File: config.mk
export PLATFORM = sky130hd
export DESIGN_NAME = compressor_interlock_controller_top
export DESIGN_NICKNAME = d
export VERILOG_FILES = /design/src/hdl/cic_pkg.sv /design/src/hdl/compressor_interlock_controller_top.sv /design/src/hdl/cic_step.sv
export SDC_FILE = /design/constraint.sdc
export NUM_CORES = 1
export LEC_CHECK = 0
export ABC_CLOCK_PERIOD_IN_PS = 7760
export BUFFER_PORTS_ARGS = -buffer_cell sky130_fd_sc_hd__buf_4
export CAP_MARGIN = 5
export CORE_ASPECT_RATIO = 1.2
export CORE_MARGIN = 10
export CORE_UTILIZATION = 50
export CTS_BUF_LIST = sky130_fd_sc_hd__clkbuf_8
export CTS_CLUSTER_SIZE = 16
export DETAILED_ROUTE_END_ITERATION = 12
export PLACE_DENSITY = 0.69
export SYNTH_ARGS = -nofsm -noshare
export SYNTH_HDL_FRONTEND = slang
export SYNTH_SLANG_ARGS = --single-unit
File: constraint.sdc
create_clock -name clk -period 7.76 [get_ports clk]
set_input_delay 1.552 -clock clk [delete_from_list [all_inputs] [get_ports clk]]
set_output_delay 1.552 -clock clk [all_outputs]
set_load 0.01 [all_outputs]
File: src/hdl/cic_pkg.sv
// ---------------------------------------------------------------------------
// Compressor interlock controller package
// Shared types and constants for the pass logic and the top level.
// ---------------------------------------------------------------------------
`timescale 1ns / 1ps

package cic_pkg;

  localparam int unsigned DELAY_W = 16;
  localparam int unsigned TIME_W  = 32;
  localparam int unsigned TEMP_W  = 8;
  localparam int unsigned CFG_IDX_W = 2;

  localparam logic [DELAY_W-1:0] DELAY_RST   = 16'd3000;
  localparam logic signed [TEMP_W-1:0] CUT_IN_RST  = 8'sd4;
  localparam logic signed [TEMP_W-1:0] CUT_OUT_RST = 8'sd1;

  typedef logic signed [TEMP_W-1:0] temp_t;

  // Command codes carried with each beat; the unused code means no command.
  typedef enum logic [1:0] {
    KIND_NONE  = 2'd0,
    KIND_START = 2'd1,
    KIND_STOP  = 2'd2
  } kind_t;

  // Configuration register indexes.
  typedef enum logic [CFG_IDX_W-1:0] {
    CFG_START_DELAY = 2'd0,
    CFG_CUT_IN      = 2'd1,
    CFG_CUT_OUT     = 2'd2
  } cfg_idx_t;

  typedef enum logic [2:0] {
    PH_IDLE     = 3'd0,
    PH_SHUTDOWN = 3'd1,
    PH_START    = 3'd2,
    PH_WAIT     = 3'd3,
    PH_RUN      = 3'd4,
    PH_ENGCUT   = 3'd5
  } phase_t;

  typedef struct packed {
    logic [DELAY_W-1:0] start_delay_ms;
    temp_t              cut_in_temp;
    temp_t              cut_out_temp;
  } cfg_t;

  typedef struct packed {
    logic [1:0]        kind;
    logic [TIME_W-1:0] now_ms;
    logic              single_switch;
    logic              dual_switch;
    logic              engine_permit;
    temp_t             evaporator_temp;
  } item_t;

  typedef struct packed {
    phase_t            phase;
    logic [TIME_W-1:0] timer_start;
    logic              await_cut_in;
    logic              clutch;
    logic              idle_up;
    logic              fan_request;
    logic              active;
    logic              last_single;
  } state_t;

  typedef struct packed {
    logic   clutch_on;
    logic   idle_up;
    logic   fan_request;
    logic   compressor_active;
    logic   report_compressor;
    logic   report_fan;
    phase_t phase;
  } result_t;

endpackage

File: src/hdl/compressor_interlock_controller_top.sv
// ---------------------------------------------------------------------------
// Compressor interlock controller
// Input register, one combinational control pass, result register.
// ---------------------------------------------------------------------------
// A beat moves from the input register to the result register.
// One beat per cycle unless stalled; the control state feeds back to the pass.
// Reset (synchronous, rst_n low): pipeline empty, phase idle, all drives off,
// timer zero, delay 3000 ms, cut-in 4, cut-out 1.
// The configuration port is always ready.
`timescale 1ns / 1ps

module compressor_interlock_controller_top (
  input  logic                           clk,
  input  logic                           rst_n,
  input  logic                           in_valid,
  output logic                           in_stall,
  input  logic [1:0]                     in_kind,
  input  logic [cic_pkg::TIME_W-1:0]     in_now_ms,
  input  logic                           in_single_switch,
  input  logic                           in_dual_switch,
  input  logic                           in_engine_permit,
  input  logic signed [cic_pkg::TEMP_W-1:0] in_evaporator_temp,
  output logic                           out_valid,
  input  logic                           out_stall,
  output logic                           out_clutch_on,
  output logic                           out_idle_up,
  output logic                           out_fan_request,
  output logic                           out_compressor_active,
  output logic                           out_report_compressor,
  output logic                           out_report_fan,
  output logic [2:0]                     out_phase,
  input  logic                           cfg_valid,
  output logic                           cfg_ready,
  input  logic [cic_pkg::CFG_IDX_W-1:0]  cfg_index,
  input  logic [cic_pkg::DELAY_W-1:0]    cfg_wdata
);
  import cic_pkg::*;

  cfg_t    cfg_r;
  cfg_t    cfg_nxt;
  item_t   item_r;
  logic    s1_vld_r;
  state_t  state_r;
  state_t  state_nxt;
  result_t res_nxt;
  result_t res_r;
  logic    out_vld_r;
  logic    advance;
  logic    in_take;

  // Configuration writes.
  assign cfg_ready = 1'b1;

  always_comb begin
    cfg_nxt = cfg_r;
    if (cfg_valid && cfg_ready) begin
      unique case (cfg_idx_t'(cfg_index))
        CFG_START_DELAY: cfg_nxt.start_delay_ms = cfg_wdata;
        CFG_CUT_IN:      cfg_nxt.cut_in_temp    = temp_t'(cfg_wdata[TEMP_W-1:0]);
        CFG_CUT_OUT:     cfg_nxt.cut_out_temp   = temp_t'(cfg_wdata[TEMP_W-1:0]);
        default:         cfg_nxt = cfg_r;
      endcase
    end
  end

  always_ff @(posedge clk) begin
    if (!rst_n) begin
      cfg_r.start_delay_ms <= DELAY_RST;
      cfg_r.cut_in_temp    <= CUT_IN_RST;
      cfg_r.cut_out_temp   <= CUT_OUT_RST;
    end else begin
      cfg_r <= cfg_nxt;
    end
  end

  // Pipeline flow: the pass runs when the result register can take a beat.
  assign advance  = !out_vld_r || !out_stall;
  assign in_stall = s1_vld_r && !advance;
  assign in_take  = in_valid && !in_stall;

  // Input register.
  always_ff @(posedge clk) begin
    if (!rst_n) begin
      s1_vld_r <= 1'b0;
    end else if (advance || !s1_vld_r) begin
      s1_vld_r <= in_valid;
    end
  end

  always_ff @(posedge clk) begin
    if (in_take) begin
      item_r.kind            <= in_kind;
      item_r.now_ms          <= in_now_ms;
      item_r.single_switch   <= in_single_switch;
      item_r.dual_switch     <= in_dual_switch;
      item_r.engine_permit   <= in_engine_permit;
      item_r.evaporator_temp <= in_evaporator_temp;
    end
  end

  // Control pass.
  cic_step u_step (
    .cfg  (cfg_r),
    .item (item_r),
    .cur  (state_r),
    .nxt  (state_nxt),
    .res  (res_nxt)
  );

  // Control state commits when the pass result moves into the result register.
  always_ff @(posedge clk) begin
    if (!rst_n) begin
      state_r.phase        <= PH_IDLE;
      state_r.timer_start  <= '0;
      state_r.await_cut_in <= 1'b0;
      state_r.clutch       <= 1'b0;
      state_r.idle_up      <= 1'b0;
      state_r.fan_request  <= 1'b0;
      state_r.active       <= 1'b0;
      state_r.last_single  <= 1'b0;
    end else if (s1_vld_r && advance) begin
      state_r <= state_nxt;
    end
  end

  // Result register.
  always_ff @(posedge clk) begin
    if (!rst_n) begin
      out_vld_r <= 1'b0;
    end else if (advance) begin
      out_vld_r <= s1_vld_r;
    end
  end

  always_ff @(posedge clk) begin
    if (s1_vld_r && advance) begin
      res_r <= res_nxt;
    end
  end

  assign out_valid             = out_vld_r;
  assign out_clutch_on         = res_r.clutch_on;
  assign out_idle_up           = res_r.idle_up;
  assign out_fan_request       = res_r.fan_request;
  assign out_compressor_active = res_r.compressor_active;
  assign out_report_compressor = res_r.report_compressor;
  assign out_report_fan        = res_r.report_fan;
  assign out_phase             = res_r.phase;

endmodule

File: src/hdl/cic_step.sv
// ---------------------------------------------------------------------------
// Compressor interlock pass logic
// Combinational control pass: command, switch change detect, phase step.
// ---------------------------------------------------------------------------
`timescale 1ns / 1ps

module cic_step (
  input  cic_pkg::cfg_t    cfg,
  input  cic_pkg::item_t   item,
  input  cic_pkg::state_t  cur,
  output cic_pkg::state_t  nxt,
  output cic_pkg::result_t res
);
  import cic_pkg::*;

  phase_t            ph_cmd;
  phase_t            phase_nxt;
  logic [TIME_W-1:0] elapsed;
  logic              delay_done;
  logic              sw_high;
  logic              rep_comp;
  logic              rep_fan;

  // A command overrides the stored phase before the step runs.
  always_comb begin
    unique case (kind_t'(item.kind))
      KIND_START: ph_cmd = PH_START;
      KIND_STOP:  ph_cmd = PH_SHUTDOWN;
      default:    ph_cmd = cur.phase;
    endcase
  end

  // Elapsed time wraps with the timestamp.
  assign elapsed    = item.now_ms - cur.timer_start;
  assign delay_done = elapsed >= {{(TIME_W-DELAY_W){1'b0}}, cfg.start_delay_ms};
  assign sw_high    = item.dual_switch | item.single_switch;

  // Next phase.
  always_comb begin
    unique case (ph_cmd)
      PH_SHUTDOWN: phase_nxt = PH_IDLE;
      PH_START:    phase_nxt = PH_WAIT;
      PH_WAIT:     phase_nxt = delay_done ? PH_RUN : PH_WAIT;
      PH_RUN: begin
        if (sw_high) begin
          phase_nxt = PH_SHUTDOWN;
        end else if (!item.engine_permit) begin
          phase_nxt = PH_ENGCUT;
        end else begin
          phase_nxt = PH_RUN;
        end
      end
      PH_ENGCUT:   phase_nxt = PH_WAIT;
      default:     phase_nxt = ph_cmd;
    endcase
  end

  // Drive levels, timer and hysteresis state.
  always_comb begin
    nxt             = cur;
    nxt.phase       = phase_nxt;
    nxt.last_single = item.single_switch;
    rep_comp        = 1'b0;
    rep_fan         = item.single_switch != cur.last_single;
    unique case (ph_cmd)
      PH_SHUTDOWN: begin
        nxt.idle_up     = 1'b0;
        nxt.clutch      = 1'b0;
        nxt.fan_request = 1'b0;
        nxt.active      = 1'b0;
        rep_comp        = 1'b1;
        rep_fan         = 1'b1;
      end
      PH_START: begin
        nxt.timer_start = item.now_ms;
        nxt.idle_up     = 1'b1;
        nxt.fan_request = 1'b1;
        nxt.active      = 1'b1;
        rep_comp        = 1'b1;
        rep_fan         = 1'b1;
      end
      PH_WAIT: begin
        if (delay_done) begin
          nxt.await_cut_in = 1'b1;
        end
      end
      PH_RUN: begin
        // Clutch hysteresis only while switches are low and permit is given.
        if (!sw_high && item.engine_permit) begin
          if (cur.await_cut_in) begin
            if (item.evaporator_temp >= cfg.cut_in_temp) begin
              nxt.await_cut_in = 1'b0;
              nxt.clutch       = 1'b1;
            end
          end else if (item.evaporator_temp <= cfg.cut_out_temp) begin
            nxt.await_cut_in = 1'b1;
            nxt.clutch       = 1'b0;
          end
        end
      end
      PH_ENGCUT: begin
        nxt.clutch      = 1'b0;
        nxt.timer_start = item.now_ms;
      end
      default: begin
        nxt.phase = phase_nxt;
      end
    endcase
  end

  // Result of the pass.
  always_comb begin
    res.clutch_on         = nxt.clutch;
    res.idle_up           = nxt.idle_up;
    res.fan_request       = nxt.fan_request;
    res.compressor_active = nxt.active;
    res.report_compressor = rep_comp;
    res.report_fan        = rep_fan;
    res.phase             = nxt.phase;
  end

endmodule

==> flow_metrics.env, run 1 <==
export IMPL_slew_violations=0
export IMPL_cts_buffers=17
export IMPL_power_switching_w=0.000464
export IMPL_clockBufferDepth=2
export IMPL_core_sq_mm=0.0150
export IMPL_grt_pass1_wl_mm=27.6
export IMPL_grt_start_max_net_pins=63
export IMPL_multi_input_area_sq_mm=0.00408
export IMPL_wl_per_cell_microns=14.9
export IMPL_die_y_microns=156
export IMPL_grt_pass1_vias=5887
export IMPL_crit_type="reg -> reg"
export IMPL_cts_root_buf="clkbuf_8"
export IMPL_drcViolationCount=0
export IMPL_syn_inst=843
export IMPL_synth_nets=977
export IMPL_async_reset_ff_share_pct=0
export IMPL_final_nets=1038
export IMPL_rsz0062_at_grt="false"
export IMPL_slew_headroom_pct=26.8
export IMPL_min_delay_start="state_r[29]$_SDFFE_PN0P_"
export IMPL_r2r_start="item_r[14]$_DFFE_PP_"
export IMPL_post_cts_setup_buffer_count=0
export IMPL_synth_top_area_share_pct=21.2
export IMPL_p_per_area_mw_per_mm2=196
export IMPL_syn_to_final_growth_pct=14.9
export IMPL_io_pins=80
export IMPL_setup_tns_final_ns=0
export IMPL_yosys_top_cells_area="edfxtp_1 21%, dfxtp_1 20%, ha_1 11%, nand2_1 6.8%, a21oi_1 5.1%"
export IMPL_p_clk_share_pct=38.2
export IMPL_synth_edf_count=54
export IMPL_final_util_pct=58.6
export IMPL_yosys_cell_types_count=84
export IMPL_hp_class="reg -> reg"
export IMPL_setup_viol=0
export IMPL_tightest_slew_ns=1.10
export IMPL_swShare_pct=26.9
export IMPL_critPathLaunchType="register"
export IMPL_dpl_cell_area_sq_mm=0.00834
export IMPL_start_util_pct=51.0
export IMPL_reg2reg_slack_ns=3.06
export IMPL_period_share_pct=60.6
export IMPL_grt_usage_pct=16.1
export IMPL_rows=49
export IMPL_whs_ns=0.455
export IMPL_grt_overflow=0
export IMPL_viasPerCell=5.40
export IMPL_post_place_ws_ns=3.16
export IMPL_p_leak_nw=3.51
export IMPL_seqPwrFrac_pct=43.8
export IMPL_cts_resized=0
export IMPL_critPathCaptureType="register"
export IMPL_yosysSeqAreaShare_pct=40.8
export IMPL_r2r_end="state_r[39]$_SDFFE_PN0P_"
export IMPL_clk_latency_ns=0.45
export IMPL_clkTransAtPathRegs_ns=0.07
export IMPL_critPathRequiredTime_ns=8.11
export IMPL_cts_sinks=129
export IMPL_worstPathMaxFanout=5
export IMPL_crit_arrival_ns=5.05
export IMPL_netlist_area_sq_mm=0.00766
export IMPL_gp_congestion=0.896
export IMPL_critPathLaunch="item_r[14]$_DFFE_PP_"
export IMPL_hpwl_mm=12.2
export IMPL_seq_area_sq_mm=0.00312
export IMPL_portBuffers=78
export IMPL_hold_buffers=0
export IMPL_final_layout_size_suffix_gt1_share_pct=16.8
export IMPL_finalWorstSetupSlack_ns=3.06
export IMPL_drt_initial_drc_count=303
export IMPL_finalHoldViolations=0
export IMPL_h_tree_depth=4
export IMPL_drv_cap=0
export IMPL_synth_flop_cell="dfxtp_1"
export IMPL_drt_total_wl_mm=16.7
export IMPL_synth_top_cell_by_area="edfxtp_1"
export IMPL_r2r_cells=19
export IMPL_synth_common_cells="138 x nand2_1, 78 x a21oi_1, 75 x dfxtp_1"
export IMPL_dr_pass1_iters=4
export IMPL_p_comb_share_pct=17.9
export IMPL_max_freq_ghz=0.213
export IMPL_antenna_found_initial=0
export IMPL_antenna_left=0
export IMPL_num_vias=6056
export IMPL_synth_most_common_cell="nand2_1"
export IMPL_synth_warnings=0
export IMPL_syn_area_per_cell_sq_um=9.09
export IMPL_die_area_sq_mm=0.0207
export IMPL_antennaDiodeCount=0
export IMPL_skew_ns=0.00824
export IMPL_finalCriticalPeriod_ns=4.70
export IMPL_finalInstanceArea_sq_mm=0.00880
export IMPL_holdPathStages=2
export IMPL_fp_dieW_microns=133
export IMPL_ys_seq_elements=129
export IMPL_outcome="finished, final reports clean"
export IMPL_fillerInstances=1339
export IMPL_p_int_w=0.00126
export IMPL_tritoncts="done"
export IMPL_ir_worst_vdd_mv=0.110
export IMPL_hold_path_end="state_r[29]$_SDFFE_PN0P_"
[cells in the final DEF (no fill, tap or decap), types with 3 or more instances in the layout]
cell type / instances
nor3_1: 11
ha_1: 65
o2111ai_1: 3
and4_1: 3
nor3b_1: 3
a21o_1: 19
nand4_2: 3
o211ai_1: 12
o21bai_1: 5
nand2_1: 138
nor2_1: 45
dfxtp_1: 75
xnor2_1: 17
o31ai_1: 3
mux2i_1: 22
a211oi_1: 6
inv_1: 73
a311oi_1: 3
and3_1: 3
a31oi_1: 6
o21ai_1: 5
edfxtp_1: 54
a21oi_1: 77
nand2b_1: 9
a21oi_4: 3
clkbuf_8: 18
buf_4: 80
nor2b_1: 7
nand3_1: 10
bufinv_16: 5
clkinvlp_4: 4
nand4_1: 10
o21a_1: 12
nand3b_1: 3
xor2_1: 7
or3_1: 4
o21ai_0: 28
[worst max-delay path: stages (launching register included)]
cell and delay [ns]:
edfxtp_1 0.40, ha_1 0.42, a21o_2 0.26, a21oi_4 0.22
a21oi_1 0.15, o21a_1 0.19, nor2_1 0.14, o21ai_0 0.10
a21oi_1 0.18, xnor2_1 0.14, ha_1 0.27, a21o_1 0.18
a2111oi_0 0.51, or3_1 0.20, nand4b_1 0.12, nor4_2 0.31
nand4_2 0.16, nor4_2 0.25, nor2_1 0.14, a311oi_1 0.26
[layer usage]
layer / vias up / part of all wire (%) / track usage (%)
met5: - / 0 / 0
li1: 3087 / - / -
met1: 2833 / 45 / 19.0
met2: 114 / 49 / 27.5
met3: 22 / 4.2 / 4.41
met4: 0 / 1.5 / 5.88
[state kept, by name, indices dropped and copies added, names as in the netlist]
| name | cells |
|---|---|
| out_report_fan | 1 |
| item_r | 45 |
| cfg_r | 32 |
| out_fan_request | 1 |
| out_clutch_on | 1 |
| state_r | 41 |
| out_valid | 1 |
| out_phase | 3 |
| out_report_compressor | 1 |
| out_compressor_active | 1 |
| s1_vld_r | 1 |
| out_idle_up | 1 |
[stage by stage]
stage                     total power, W  instances
after floorplan                 0.000994        843
after global placement           0.00107       1089
after detailed placement         0.00108       1089
after CTS                        0.00175       1121
after global routing             0.00182       1121
final                            0.00173       1121
[worst max path at each step]
| stage | endpoint | slack, ns | cells past startpoint |
|---|---|---|---|
| 2_1_floorplan | item_r[0]$_DFFE_PP_ | 3.50 | 2 |
| 3_3_place_gp | state_r[39]$_SDFFE_PN0P_ | 3.31 | 19 |
| 3_5_place_dp | state_r[39]$_SDFFE_PN0P_ | 3.16 | 19 |
| 6_report | state_r[39]$_SDFFE_PN0P_ | 3.06 | 19 |
| 5_1_grt | state_r[39]$_SDFFE_PN0P_ | 2.82 | 19 |
| 4_1_cts | state_r[39]$_SDFFE_PN0P_ | 3.12 | 19 |
[layout make-up]
| type | instances | area share (%) |
|---|---|---|
| Multi-Input combinational cell | 602 | 46.4 |
| Sequential cell | 129 | 35.5 |
| Timing Repair Buffer | 80 | 6.82 |
| Inverter | 74 | 3.16 |
| Tap cell | 204 | 2.90 |
| Clock buffer | 18 | 2.82 |
| Clock inverter | 14 | 2.40 |
[cell families (layout without fill, tap and decap cells)]
logic type	count (synthesis)	count (layout)	synth area share (%)
other	1	1	0.0490
AND/OR/NAND/NOR	278	278	17.8
adder cells (fa/ha/maj)	66	66	10.9
multiplexers	22	22	2.87
flip-flops	129	129	40.8
XOR/XNOR	24	24	2.74
AO/OA/AOI/OAI	211	211	18.7
buffers and inverters	112	186	6.22
[power groups by stage]
stage / sequential [W] / combinational (W) / clock, W
after floorplan: 0.000769 / 0.000225 / 0
after global placement: 0.000771 / 0.000303 / 0
after detailed placement: 0.000772 / 0.000307 / 0
after CTS: 0.000757 / 0.000310 / 0.000681
after global routing: 0.000760 / 0.000348 / 0.000708
final: 0.000757 / 0.000310 / 0.000661
Note: power is estimated with default switching activity, not from simulation.
==> inputs of run 2 (changes only) <==
--- a/config.mk
+++ b/config.mk
@@ -5,7 +5,7 @@
 export SDC_FILE = /design/constraint.sdc
 export NUM_CORES = 1
 export LEC_CHECK = 0
-export ABC_CLOCK_PERIOD_IN_PS = 7760
+export ABC_CLOCK_PERIOD_IN_PS = 4000
 export BUFFER_PORTS_ARGS = -buffer_cell sky130_fd_sc_hd__buf_4
 export CAP_MARGIN = 5
 export CORE_ASPECT_RATIO = 1.2
@@ -14,7 +14,7 @@
 export CTS_BUF_LIST = sky130_fd_sc_hd__clkbuf_8
 export CTS_CLUSTER_SIZE = 16
 export DETAILED_ROUTE_END_ITERATION = 12
-export PLACE_DENSITY = 0.69
+export PLACE_DENSITY = 0.72
 export SYNTH_ARGS = -nofsm -noshare
 export SYNTH_HDL_FRONTEND = slang
 export SYNTH_SLANG_ARGS = --single-unit
==> constraint.sdc (replaced) <==
create_clock -name clk -period 4 [get_ports clk]
set_input_delay 0.8 -clock clk [delete_from_list [all_inputs] [get_ports clk]]
set_output_delay 0.8 -clock clk [all_outputs]
set_load 0.01 [all_outputs]
==> run 2 against run 1 <==
Effect of this change: the run now ends with setup timing left; first-iteration DRC count increased by 1.7%; cell count increased by 3.0%; global-route usage increased by 0.68 points; power increased by 91%; sequential power increased by 94%; clock-buffer cell count decreased by 1; clock skew increased by 0.0015 ns; die area unchanged; utilization increased by 2.0 points; critical path type unchanged.
==> flow_metrics.env, run 2 (synthesized netlist as in run 1, its figures left out) <==
export IMPL_p_per_area_mw_per_mm2=363
export IMPL_core_sq_mm=0.0150
export IMPL_r2r_end="state_r[39]$_SDFFE_PN0P_"
export IMPL_hp_class="reg -> reg"
export IMPL_drv_cap=0
export IMPL_cts_sinks=129
export IMPL_largest_register_ffs=45
export IMPL_io_pins=80
export IMPL_finalWorstSetupSlack_ns=-0.103
export IMPL_grt_pass1_wl_mm=28.6
export IMPL_clkTransAtPathRegs_ns=0.09
export IMPL_worstPathMaxFanout=2
export IMPL_critical_path_most_common_cell="nor2_2"
export IMPL_setup_viol=5
export IMPL_reg_top3="item_r: 45 flops, state_r: 41 flops, cfg_r: 32 flops"
export IMPL_num_vias=6226
export IMPL_dr_pass1_iters=5
export IMPL_antenna_left=0
export IMPL_portBuffers=78
export IMPL_antenna_found_initial=0
export IMPL_reg2reg_slack_ns=-0.10
export IMPL_critPathCaptureType="register"
export IMPL_rsz0062_at_grt="true"
export IMPL_cpLargestDelayFamily="compound AO/OA/AOI/OAI gates"
export IMPL_drt_total_wl_mm=17.4
export IMPL_die_area_sq_mm=0.0207
export IMPL_outcome="finished with violations"
export IMPL_crit_path_cell_trace="ha_4, a21o_4, a21oi_4, a21oi_2, o21a_1, nor2_2, o21ai_1, a21oi_1, xnor2_1, ha_1, nand4_1, nor2_2, a2111oi_4, or3_1, nand4b_1, nor4_2, nand4_2, nor4_4, o22ai_1, a311oi_1"
export IMPL_start_util_pct=51.0
export IMPL_critPathLaunchType="register"
export IMPL_top_register="item_r"
export IMPL_critPathSlowestCell="edfxtp_1"
export IMPL_finalCriticalPeriod_ns=4.10
export IMPL_dpl_cell_area_sq_mm=0.00854
export IMPL_rows=49
export IMPL_tightest_slew_ns=1.13
export IMPL_tritoncts="done"
export IMPL_crit_type="reg -> reg"
export IMPL_fp_dieW_microns=133
export IMPL_grt_overflow=0
export IMPL_grt_start_max_net_pins=63
export IMPL_finalInstanceArea_sq_mm=0.00910
export IMPL_critPathMaxStageDelay_ns=0.43
export IMPL_antennaDiodeCount=0
export IMPL_finalHoldViolations=0
export IMPL_gp_congestion=0.898
export IMPL_post_place_ws_ns=-0.196
export IMPL_ir_worst_vdd_mv=0.218
export IMPL_h_tree_depth=4
export IMPL_layout_commonest_cell="nand2_1"
export IMPL_slew_headroom_pct=24.6
export IMPL_period_share_pct=103
export IMPL_final_nets=1072
export IMPL_drt_initial_drc_count=308
export IMPL_slew_violations=0
export IMPL_clockBufferDepth=2
export IMPL_die_y_microns=156
export IMPL_hold_path_end="state_r[19]$_SDFFE_PN0P_"
export IMPL_drcViolationCount=0
export IMPL_violations="setup timing"
export IMPL_critPathRequiredTime_ns=4.36
export IMPL_viasPerCell=5.39
export IMPL_clk_latency_ns=0.45
export IMPL_critical_path_buf_inv_count=0
export IMPL_min_delay_start="state_r[19]$_SDFFE_PN0P_"
export IMPL_holdPathStages=2
export IMPL_max_freq_ghz=0.244
export IMPL_cts_buffers=17
export IMPL_syn_to_final_growth_pct=18.8
export IMPL_crit_arrival_ns=4.47
export IMPL_whs_ns=0.455
export IMPL_final_cell_mix="138 x nand2_1, 114 x buf_4, 76 x a21oi_1"
export IMPL_skew_ns=0.00972
export IMPL_hpwl_mm=12.8
export IMPL_r2r_start="item_r[14]$_DFFE_PP_"
export IMPL_cts_root_buf="clkbuf_8"
export IMPL_wl_per_cell_microns=15.1
export IMPL_p_leak_nw=3.69
export IMPL_grt_usage_pct=16.8
export IMPL_grt_pass1_vias=5971
export IMPL_final_layout_size_suffix_gt1_share_pct=21.2
export IMPL_r2r_cells=20
run 2: cell type report:
class / count / area, sq um
clock inverter: 15 / 180
timing repair buffer: 114 / 856
tap: 204 / 255
clock buffer: 17 / 234
multi-input combinational: 602 / 4170
fill: 1349 / 5920
sequential: 129 / 3120
inverter: 74 / 278
run 2: worst max path at each step:
stage	startpoint	endpoint	slack [ns]	depth (start not counted)
2_1_floorplan	item_r[14]$_DFFE_PP_	state_r[5]$_SDFFE_PN0P_	0.08	19
3_3_place_gp	item_r[12]$_DFFE_PP_	state_r[5]$_SDFFE_PN0P_	-0.06	19
3_5_place_dp	item_r[12]$_DFFE_PP_	state_r[5]$_SDFFE_PN0P_	-0.20	19
4_1_cts	item_r[12]$_DFFE_PP_	state_r[39]$_SDFFE_PN0P_	-0.006	19
5_1_grt	item_r[11]$_DFFE_PP_	state_r[39]$_SDFFE_PN0P_	-0.38	20
6_report	item_r[14]$_DFFE_PP_	state_r[39]$_SDFFE_PN0P_	-0.10	20
run 2: what timing repair did:
item | in CTS | in global routing
hold endpoints to repair | 0 | 0
setup endpoints to repair | 7 | 7
resized for setup | 10 | 11
pin swaps | 2 | 20
setup buffers | 2 | 6
hold buffers | 0 | 0
run 2: per-layer routing:
metal  track usage [%]  wire length (microns)  vias up
li1                  -                      -     3166
met1              19.9                   7830     2917
met2              29.1                   8630      125
met3              3.96                    697       18
met4              6.09                    274        0
met5                 0                      0        -
run 2: worst register-to-register path: stages (launching register included):
cell       delay [ns]
edfxtp_1         0.43
ha_4             0.24
a21o_4           0.21
a21oi_4          0.15
a21oi_2          0.07
o21a_1           0.19
nor2_2           0.13
o21ai_1          0.07
a21oi_1          0.17
xnor2_1          0.17
ha_1             0.28
nand4_1          0.12
nor2_2           0.07
a2111oi_4        0.31
or3_1            0.15
nand4b_1         0.10
nor4_2           0.28
nand4_2          0.18
nor4_4           0.36
o22ai_1          0.10
a311oi_1         0.23
run 2: per-stage QoR:
step / cells / setup TNS, ns / util [%] / power [W]
6_report: 1155 / -0.243 / 60.6 / 0.00330
2_1_floorplan: 843 / 0 / - / 0.00193
3_5_place_dp: 1115 / -0.710 / 56.9 / 0.00212
3_3_place_gp: 1115 / -0.121 / 56.9 / 0.00211
4_1_cts: 1149 / -0.00578 / 60.0 / 0.00332
5_1_grt: 1155 / -2.09 / 60.6 / 0.00346
run 2: report_power, final:
part | total (W) | internal, W | switching [W]
Sequential | 0.00147 | 0.00144 | 0.0000331
Clock | 0.00118 | 0.000622 | 0.000554
Combinational | 0.000657 | 0.000299 | 0.000358
Total | 0.00330 | 0.00236 | 0.000945
